**src/hdl/pemu_pkg.sv**
```systemverilog
// Shared types and constants of the pulse energy meter update block.
package pemu_pkg;

  localparam int unsigned CntW   = 16;
  localparam int unsigned ScaleW = 32;
  localparam int unsigned TotalW = 48;
  localparam int unsigned EnergyW = 64;
  localparam int unsigned CfgIdxW = 3;

  // Register indexes of the configuration port
  localparam logic [CfgIdxW-1:0] RegPowerScale   = 3'd0;
  localparam logic [CfgIdxW-1:0] RegCurrentScale = 3'd1;
  localparam logic [CfgIdxW-1:0] RegVoltageScale = 3'd2;
  localparam logic [CfgIdxW-1:0] RegEnergyScale  = 3'd3;
  localparam logic [CfgIdxW-1:0] RegSwitchPeriod = 3'd4;
  localparam logic [CfgIdxW-1:0] RegInitCurMode  = 3'd5;

  localparam logic [1:0] WarmupDone = 2'd2;
  localparam logic [TotalW-1:0] TotalMax = {TotalW{1'b1}};

  typedef struct packed {
    logic [CntW-1:0] power_pulses;
    logic [CntW-1:0] aux_pulses;
  } pemu_in_t;

  typedef struct packed {
    logic               reading_valid;
    logic [ScaleW-1:0]  power_value;
    logic               aux_valid;
    logic               aux_is_current;
    logic [ScaleW-1:0]  aux_value;
    logic [EnergyW-1:0] energy_value;
    logic               select_level;
  } pemu_out_t;

  typedef struct packed {
    logic [ScaleW-1:0] power_scale;
    logic [ScaleW-1:0] current_scale;
    logic [ScaleW-1:0] voltage_scale;
    logic [ScaleW-1:0] energy_scale;
    logic [CntW-1:0]   switch_period;
  } pemu_cfg_t;

  // One interval after the state update, counts already masked
  typedef struct packed {
    logic              reading_valid;
    logic [CntW-1:0]   power_cnt;
    logic              aux_valid;
    logic              aux_is_current;
    logic [CntW-1:0]   aux_cnt;
    logic [TotalW-1:0] total;
    logic              select_level;
  } pemu_item_t;

endpackage

```
**src/hdl/pemu_track.sv**
```systemverilog
// Configuration registers and per-interval state (warm-up, mode switching, pulse total).
module pemu_track (
  input  logic                          clk_i,
  input  logic                          rst_ni,
  input  logic                          cfg_we_i,
  input  logic [pemu_pkg::CfgIdxW-1:0]  cfg_index_i,
  input  logic [pemu_pkg::ScaleW-1:0]   cfg_data_i,
  input  logic                          accept_i,
  input  pemu_pkg::pemu_in_t            in_word_i,
  output pemu_pkg::pemu_cfg_t           cfg_o,
  output pemu_pkg::pemu_item_t          item_o
);
  import pemu_pkg::*;

  pemu_cfg_t         cfg_q;
  logic [1:0]        warm_q, warm_d;
  logic              mode_q, mode_d;
  logic [CntW-1:0]   cnt_q, cnt_d;
  logic [TotalW-1:0] total_q, total_d;

  logic              warm_done;
  logic              hit;
  logic [TotalW:0]   total_sum;

  assign warm_done = (warm_q == WarmupDone);
  assign hit       = (cnt_q == cfg_q.switch_period);
  assign total_sum = {1'b0, total_q} + {{(TotalW-CntW+1){1'b0}}, in_word_i.power_pulses};

  always_comb begin
    warm_d  = warm_q;
    mode_d  = mode_q;
    cnt_d   = cnt_q;
    total_d = total_q;
    if (!warm_done) begin
      warm_d = warm_q + 2'd1;
    end else begin
      total_d = total_sum[TotalW] ? TotalMax : total_sum[TotalW-1:0];
      if (cfg_q.switch_period != '0) begin
        cnt_d  = hit ? '0 : cnt_q + 1'b1;
        mode_d = mode_q ^ hit;
      end
    end
  end

  // Item for the scaling pipeline; zero counts stand for no reading
  always_comb begin
    item_o = '0;
    item_o.select_level = mode_d;
    if (warm_done) begin
      item_o.reading_valid = 1'b1;
      item_o.power_cnt = (in_word_i.power_pulses <= 16'd1) ? '0 : in_word_i.power_pulses;
      item_o.total = total_d;
      if (cnt_q != '0 || cfg_q.switch_period == '0) begin
        item_o.aux_valid      = 1'b1;
        item_o.aux_is_current = mode_q;
        item_o.aux_cnt = (in_word_i.aux_pulses <= 16'd1) ? '0 : in_word_i.aux_pulses;
      end
    end
  end

  always_ff @(posedge clk_i or negedge rst_ni) begin
    if (!rst_ni) begin
      cfg_q   <= '0;
      warm_q  <= '0;
      mode_q  <= 1'b1;
      cnt_q   <= '0;
      total_q <= '0;
    end else begin
      if (accept_i) begin
        warm_q  <= warm_d;
        cnt_q   <= cnt_d;
        total_q <= total_d;
      end
      // a write of the initial mode loads the mode at once
      if (cfg_we_i && cfg_index_i == RegInitCurMode) begin
        mode_q <= cfg_data_i[0];
      end else if (accept_i) begin
        mode_q <= mode_d;
      end
      if (cfg_we_i) begin
        case (cfg_index_i)
          RegPowerScale:   cfg_q.power_scale   <= cfg_data_i;
          RegCurrentScale: cfg_q.current_scale <= cfg_data_i;
          RegVoltageScale: cfg_q.voltage_scale <= cfg_data_i;
          RegEnergyScale:  cfg_q.energy_scale  <= cfg_data_i;
          RegSwitchPeriod: cfg_q.switch_period <= cfg_data_i[CntW-1:0];
          default: ;
        endcase
      end
    end
  end

  assign cfg_o = cfg_q;

  a_warm_step: assert property (@(posedge clk_i) disable iff (!rst_ni)
    accept_i && !warm_done |=> warm_q == $past(warm_q) + 2'd1)
    else $error("warm-up count did not advance");

  a_cnt_hold: assert property (@(posedge clk_i) disable iff (!rst_ni)
    accept_i && cfg_q.switch_period == '0 |=> $stable(cnt_q))
    else $error("switch count moved with switching disabled");

  a_mode_hold: assert property (@(posedge clk_i) disable iff (!rst_ni)
    accept_i && (!warm_done || !hit || cfg_q.switch_period == '0)
      && !(cfg_we_i && cfg_index_i == RegInitCurMode) |=> $stable(mode_q))
    else $error("mode toggled without a switch hit");

endmodule

```
**config.mk**
```make
export PLATFORM = sky130hd
export DESIGN_NAME = pemu_track
export DESIGN_NICKNAME = d
export VERILOG_FILES = /design/src/hdl/pemu_pkg.sv /design/src/hdl/pemu_track.sv
export SDC_FILE = /design/constraint.sdc
export NUM_CORES = 1
export LEC_CHECK = 0
export BUFFER_PORTS_ARGS = -buffer_cell sky130_fd_sc_hd__buf_4
export CAP_MARGIN = 20
export CORE_MARGIN = 2
export CORE_UTILIZATION = 43
export CTS_CLUSTER_SIZE = 8
export DETAILED_ROUTE_END_ITERATION = 7
export GPL_ROUTABILITY_DRIVEN = 0
export PLACE_DENSITY = 0.76
export SLEW_MARGIN = 0
export SYNTH_ARGS = -nofsm -noshare
export SYNTH_HDL_FRONTEND = slang
export SYNTH_SLANG_ARGS = --single-unit
```
**constraint.sdc**
```tcl
create_clock -name clk_i -period 3.8 [get_ports clk_i]
set_input_delay 0.76 -clock clk_i [delete_from_list [all_inputs] [get_ports clk_i]]
set_output_delay 0.76 -clock clk_i [all_outputs]
set_load 0.02 [all_outputs]
```
==> results of run 1 <==
==> timing repair <==
action,CTS,global route
endpoints found under the hold margin,0,0
resized for setup,58,30
gates cloned,2,2
buffers inserted,7,9
pin swaps,17,9
endpoints found under the setup margin,48,48
==> layout make-up <==
type	count	area [um2]
clock inverters	1	5.005
multi-input cells	705	5768
repair buffers	380	3029
inverters	13	48.80
clock buffers	43	820.8
well taps	330	412.9
flip-flops and latches	211	5284
fillers	1956	9595
==> Yosys cell counts, drive strengths merged, types with 2 or more instances <==
master    n
nor4     20
nor4bb    3
nor2     70
o21ai    30
a31oi    23
o21a      5
nor4b     6
buf      28
a41oi     9
inv      13
a221o     2
a21o     10
nand2b    3
mux2    148
a311oi    5
a31o      2
and2     45
o211ai    3
nand4b    2
xor2     16
nor3     12
nand3    28
clkbuf   28
nand2    52
a21oi    63
dfrtp   210
xnor2    43
nand4    29
ha       19
nor2b     4
and4      6
and3     25
o211a     2
a211oi    4
nor3b     3
==> path summary, 6_finish.rpt <==
check	start	end	slack, ps
hold / removal	rst_ni	total_q[38]	290
setup / recovery	total_q[0]	item_o[33]	-170
max in group asynchronous	rst_ni	mode_q	2620
setup reg to reg	total_q[0]	total_q[44]	650
min in group clk_i	warm_q[0]	warm_q[0]	480
hold reg to reg	warm_q[0]	warm_q[0]	480
==> where the power goes <==
group	internal (mW)	leakage, nW	total, mW	switching [mW]
Combinational	2.16	3.88	4.59	2.43
Sequential	2.72	2.61	3.10	0.379
Clock	1.46	0.400	2.39	0.934
==> critical path: stages, from the launching register on <==
cell and delay (ps):
dfrtp_1 410, ha_4 180, fa_2 340, a211oi_2 230, o211a_1 210, nor2_2 80
a221o_2 460, buf_4 180, nand3_1 90, mux2i_1 240, nor2_1 60, buf_4 180
==> through the flow <==
stage	utilization (%)	worst slack [ps]	total power, mW
global placement	55.72	-155.3	6.980
global route	61.56	-273.8	10.61
CTS	60.51	-118.7	9.834
floorplan	-	40.70	5.329
detailed placement	55.72	-247.1	7.066
finish	61.56	-169.7	10.09
==> routing by layer <==
metal  up-vias  wire, um  track usage, %
met5         -         0          0.9470
met3        88      3635           8.505
met4         0       797           4.747
met1      4616     12840           29.95
li1       4297         -               -
met2       458     15780           40.72
==> cells by family after synthesis <==
kind of cell               count (synthesis)
and+or+nand+nor                          310
DFF                                      211
AOI/OAI and AO/OA                        166
muxes                                    149
buffers and inverters                     69
xor gates and xnor gates                  59
adders and majority gates                 20
==> sequential cells by signal, summed over array words and instances, names as in the netlist <==
register	cells
total_q	48
cnt_q	16
mode_q	1
warm_q	2
cfg_o	144
==> flow_summary.yaml, run 1 <==
power:
  leakagePower_nw: 6.888
  power.density_nw_per_um2: 656.4
  ir_drop_uv: 459.3
sta:
  hold_ws_ps: 285.1
  period_needed_ps: 3970
  setup_viol: 45
  slew_violations: 0
  fin_ws_ps: -169.7
  fin_crit_sh_pct: 104.5
  rsz0062_at_grt: "yes"
  fmax_mhz: 251.9
  skew_ps: 16.95
  worst_pin_slew_ps: 1054
  final_hold_viol_count: 0
  setup_tns_ps: -3010
  max_slew_margin_pct: 29.45
die:
  io_pins: 299
  fp-row-count: 58
  initial_core_util_pct: 43.30
  die_w_um: 162.6
  core_area_um2: 24960
  die-area_um2: 26420
  die_h_um: 162.6
clock_network:
  htreeDepth: 1
  cts_tree: "built"
  root_buffer: "clkbuf_16"
  cts_made_buffers: 30
  clk_latency_ps: 540
  holdBufCountCts: 0
  clk_path_buf_depth: 3
  clkSinkCount: 211
  clk_pin_slew_ps: 50
detailed_routing:
  via_count: 9459
  post_drt_wl_per_cell_um: 19.64
  via_per_inst: 5.620
  ant_nets: 0
  route.detailed.drc: 0
  finalWirelength_um: 33050
  drt_iter0_drc: 648
  drtPass1Iterations: 6
place:
  dp_hpwl_um: 22630
  portBuffers: 298
  dp_cells: 1619
  dpl-instance-area_um2: 13910
critical_path:
  critical_path.startpoint_type: "register"
  endpoint_kind: "output port"
  arrival_ps: 3210
  r2r_cells: 12
  critPathMaxFanout: 5
  critPathKind: "reg -> out"
  cp.required_ps: 3040
layout:
  fin_area_um2: 15370
  final_common_cell: "buf_4"
  final_nets: 1432
  drive_above_1_share_pct: 47.60
  syn2layout_area_growth_pct: 42.16
  final_cell_count_no_fill: 1683
  diodes: 0
  final_cell_mix: "360 x buf_4, 208 x dfrtp_1, 148 x mux2_2, 57 x a21oi_1, 54 x nor2_1"
synthesis:
  synth_top_family_by_area: "simple AND/OR/NAND/NOR gates"
  synth_edf_count: 0
  synth_nets: 1075
  synth_compound_area_share_pct: 9.560
  synth-simple-area-share_pct: 16.10
  avgSynthCellArea_um2: 10.99
  synth_seq_cells: 211
  synth_cell_types: 64
  synth_top_area_cell: "dfrtp_1"
  ys.warnings.count: 0
  synthXorXnorAreaFrac_pct: 4.780
  async_reset_ff_share_pct: 100.0
  netlist_instances: 984
  synthAdderAreaFrac_pct: 2.384
  synth_area_um2: 10810
  yosysTopAreaCellShare_pct: 48.61
  synth_mux_area_share_pct: 15.51
  synth-main-ff-cell: "dfrtp_1"
  synth-seq-area-share_pct: 48.85
  netlist_top_cells_area: "dfrtp_1 49%, mux2_2 15%, xnor2_1 3.5%"
global_route:
  grt_pass1_vias: 9612
  grt-ovfl-total: 0
  antenna_found_initial: 0
  grt_max_degree: 83
  gr-usage-all-layers_pct: 24.08
  grt_pass1_wl_um: 51410
status:
  status: "finished, violations left"
  violations: "negative setup slack"
flow_run:
  maxCapViolations: 0
hold_path:
  hold_class: "in -> async"
No activity file was read; power rests on OpenSTA's default activity.
==> run 2: changes to the inputs <==
PLACE_DENSITY = 0.81   (was 0.76)
==> run 2 against run 1 <==
  * The run still ends with negative setup slack left
  * Clock power barely moved
  * Sequential power barely moved
  * First-iteration DRC count rose by 8.3%
  * Setup slack got worse by 23 ps
  * Final area rose by 0.49%
  * Via count rose by 1.2%
  * Maximum frequency fell by 0.57%
  * Critical path type unchanged
  * Critical endpoint is now item_o[27]
  * Highest routed layer unchanged
==> flow_summary.yaml, run 2 (same netlist as run 1, synthesis figures left out) <==
sta:
  period_needed_ps: 3993
  fmax_mhz: 250.5
  final_hold_viol_count: 0
  fin_ws_ps: -192.6
  worst_pin_slew_ps: 1076
  fin_crit_sh_pct: 105.1
  slew_violations: 0
  setup_tns_ps: -5904
  rsz0062_at_grt: "yes"
  setup_viol: 47
  max_slew_margin_pct: 28.17
  skew_ps: 15.72
die:
  die_w_um: 162.6
  core_area_um2: 24960
  die-area_um2: 26420
  die_h_um: 162.6
  io_pins: 299
  initial_core_util_pct: 43.30
  fp-row-count: 58
critical_path:
  arrival_ps: 3230
  critPathKind: "reg -> out"
  critPathMaxStageDelay_ps: 450
  cp_cell_sequence: "ha_2 -> fa_2 -> a211oi_2 -> o211a_1 -> nor2_1 -> a221o_2 -> nor2b_4 -> nor2b_4 -> a311oi_2 -> buf_4"
  critPathMaxFanout: 7
  cp.required_ps: 3040
  cpMostUsedCell: "nor2b_4"
  critical_path.startpoint_type: "register"
  r2r_cells: 10
  r2r_setup_slack_ps: 920
  cp_slowest_cell: "a221o_2"
  endpoint_kind: "output port"
  r2r-start: "total_q[0]"
  worstReg2RegEnd: "total_q[44]"
global_route:
  antenna_found_initial: 0
  grt-ovfl-total: 0
  gr-usage-all-layers_pct: 24.39
  grt_max_degree: 94
  grt_pass1_wl_um: 51780
  grt_pass1_vias: 9603
place:
  portBuffers: 298
  dp_cells: 1634
  dp_hpwl_um: 23190
detailed_routing:
  ant_nets: 0
  via_per_inst: 5.660
  post_drt_wl_per_cell_um: 20.00
  drt_iter0_drc: 702
  via_count: 9577
  drtPass1Iterations: 6
  finalWirelength_um: 33850
  route.detailed.drc: 0
flow_run:
  maxCapViolations: 0
layout:
  final_common_cell: "buf_4"
  syn2layout_area_growth_pct: 42.86
  final_cell_mix: "364 x buf_4, 209 x dfrtp_1, 148 x mux2_2, 59 x a21oi_1, 56 x nor2_1"
  final_nets: 1442
  final_cell_count_no_fill: 1692
  diodes: 0
  drive_above_1_share_pct: 48.02
  post-route-util_pct: 61.86
  largest_register_ffs: 144
power:
  ir_drop_uv: 449.4
  power_mw: 10.14
  leakagePower_nw: 6.949
  power.density_nw_per_um2: 656.8
clock_network:
  htreeDepth: 1
  cts_made_buffers: 30
  cts_tree: "built"
  root_buffer: "clkbuf_16"
  clk_latency_ps: 540
  clk_path_buf_depth: 3
  clk_pin_slew_ps: 50
  holdBufCountCts: 0
  clkSinkCount: 211
status:
  status: "finished, violations left"
  violations: "negative setup slack"
hold_path:
  hold_class: "in -> async"
## run 2: cell types whose count changed in the layout (fill, tap and decap cells not counted), moves of 3 or more
| cell | previous run | this run |
|---|---|---|
| nand3_1 | 27 | 23 |
| buf_6 | 10 | 18 |
| a21oi_2 | 5 | 2 |
| nand3_2 | 0 | 3 |
| buf_4 | 360 | 364 |
## run 2: repair_timing
action	CTS	global route
pin swaps	11	14
setup endpoints to repair	49	48
cloned	0	3
resized for setup	38	58
hold endpoints to repair	0	0
buffers inserted	4	9
## run 2: how the worst max path moves through the flow
stage,to,startpoint,slack (ps)
finish,item_o[27],total_q[0],-190
global route,item_o[27],total_q[0],-260
CTS,item_o[32],total_q[0],-130
detailed placement,item_o[38],in_word_i[16],-290
global placement,item_o[38],in_word_i[16],-240
floorplan,item_o[29],in_word_i[16],40
## run 2: power by group
group	total, mW	switching (mW)	internal (mW)
sequential	3.11	0.386	2.72
combinational	4.62	2.45	2.16
clock	2.42	0.944	1.47
## run 2: critical path: cells and delay by family (launching register included)
kind	cells	cell delay (ps)
AOI/OAI and AO/OA	4	1180
adders and majority gates	2	570
DFF	1	390
and+or+nand+nor	3	370
buffers and inverters	1	190
## run 2: final cells by class
type / count / area [um2]
fillers: 1875 / 9520
multi-input cells: 704 / 5743
flip-flops and latches: 211 / 5283
repair buffers: 391 / 3124
clock buffers: 42 / 827.0
well taps: 330 / 412.9
inverters: 13 / 48.80
clock inverters: 1 / 5.005
## run 2: through the flow
| stage | cell area [um2] | hold slack, ps | worst slack, ps |
|---|---|---|---|
| after floorplan | 10930 | 446.5 | 40.70 |
| after global routing | 15440 | 351.1 | -261.1 |
| after detailed placement | 14000 | 468.1 | -290.2 |
| final | 15440 | 298.0 | -192.6 |
| after global placement | 14000 | 459.7 | -236.0 |
| after CTS | 15010 | 314.9 | -128.0 |
## run 2: metal layers
layer,GRT usage [%],share of wire (%),up-vias
li1,-,-,4299
met4,5.430,2.4,0
met5,0,0,-
met3,8.098,11,86
met2,41.62,48,486
met1,30.18,38,4706
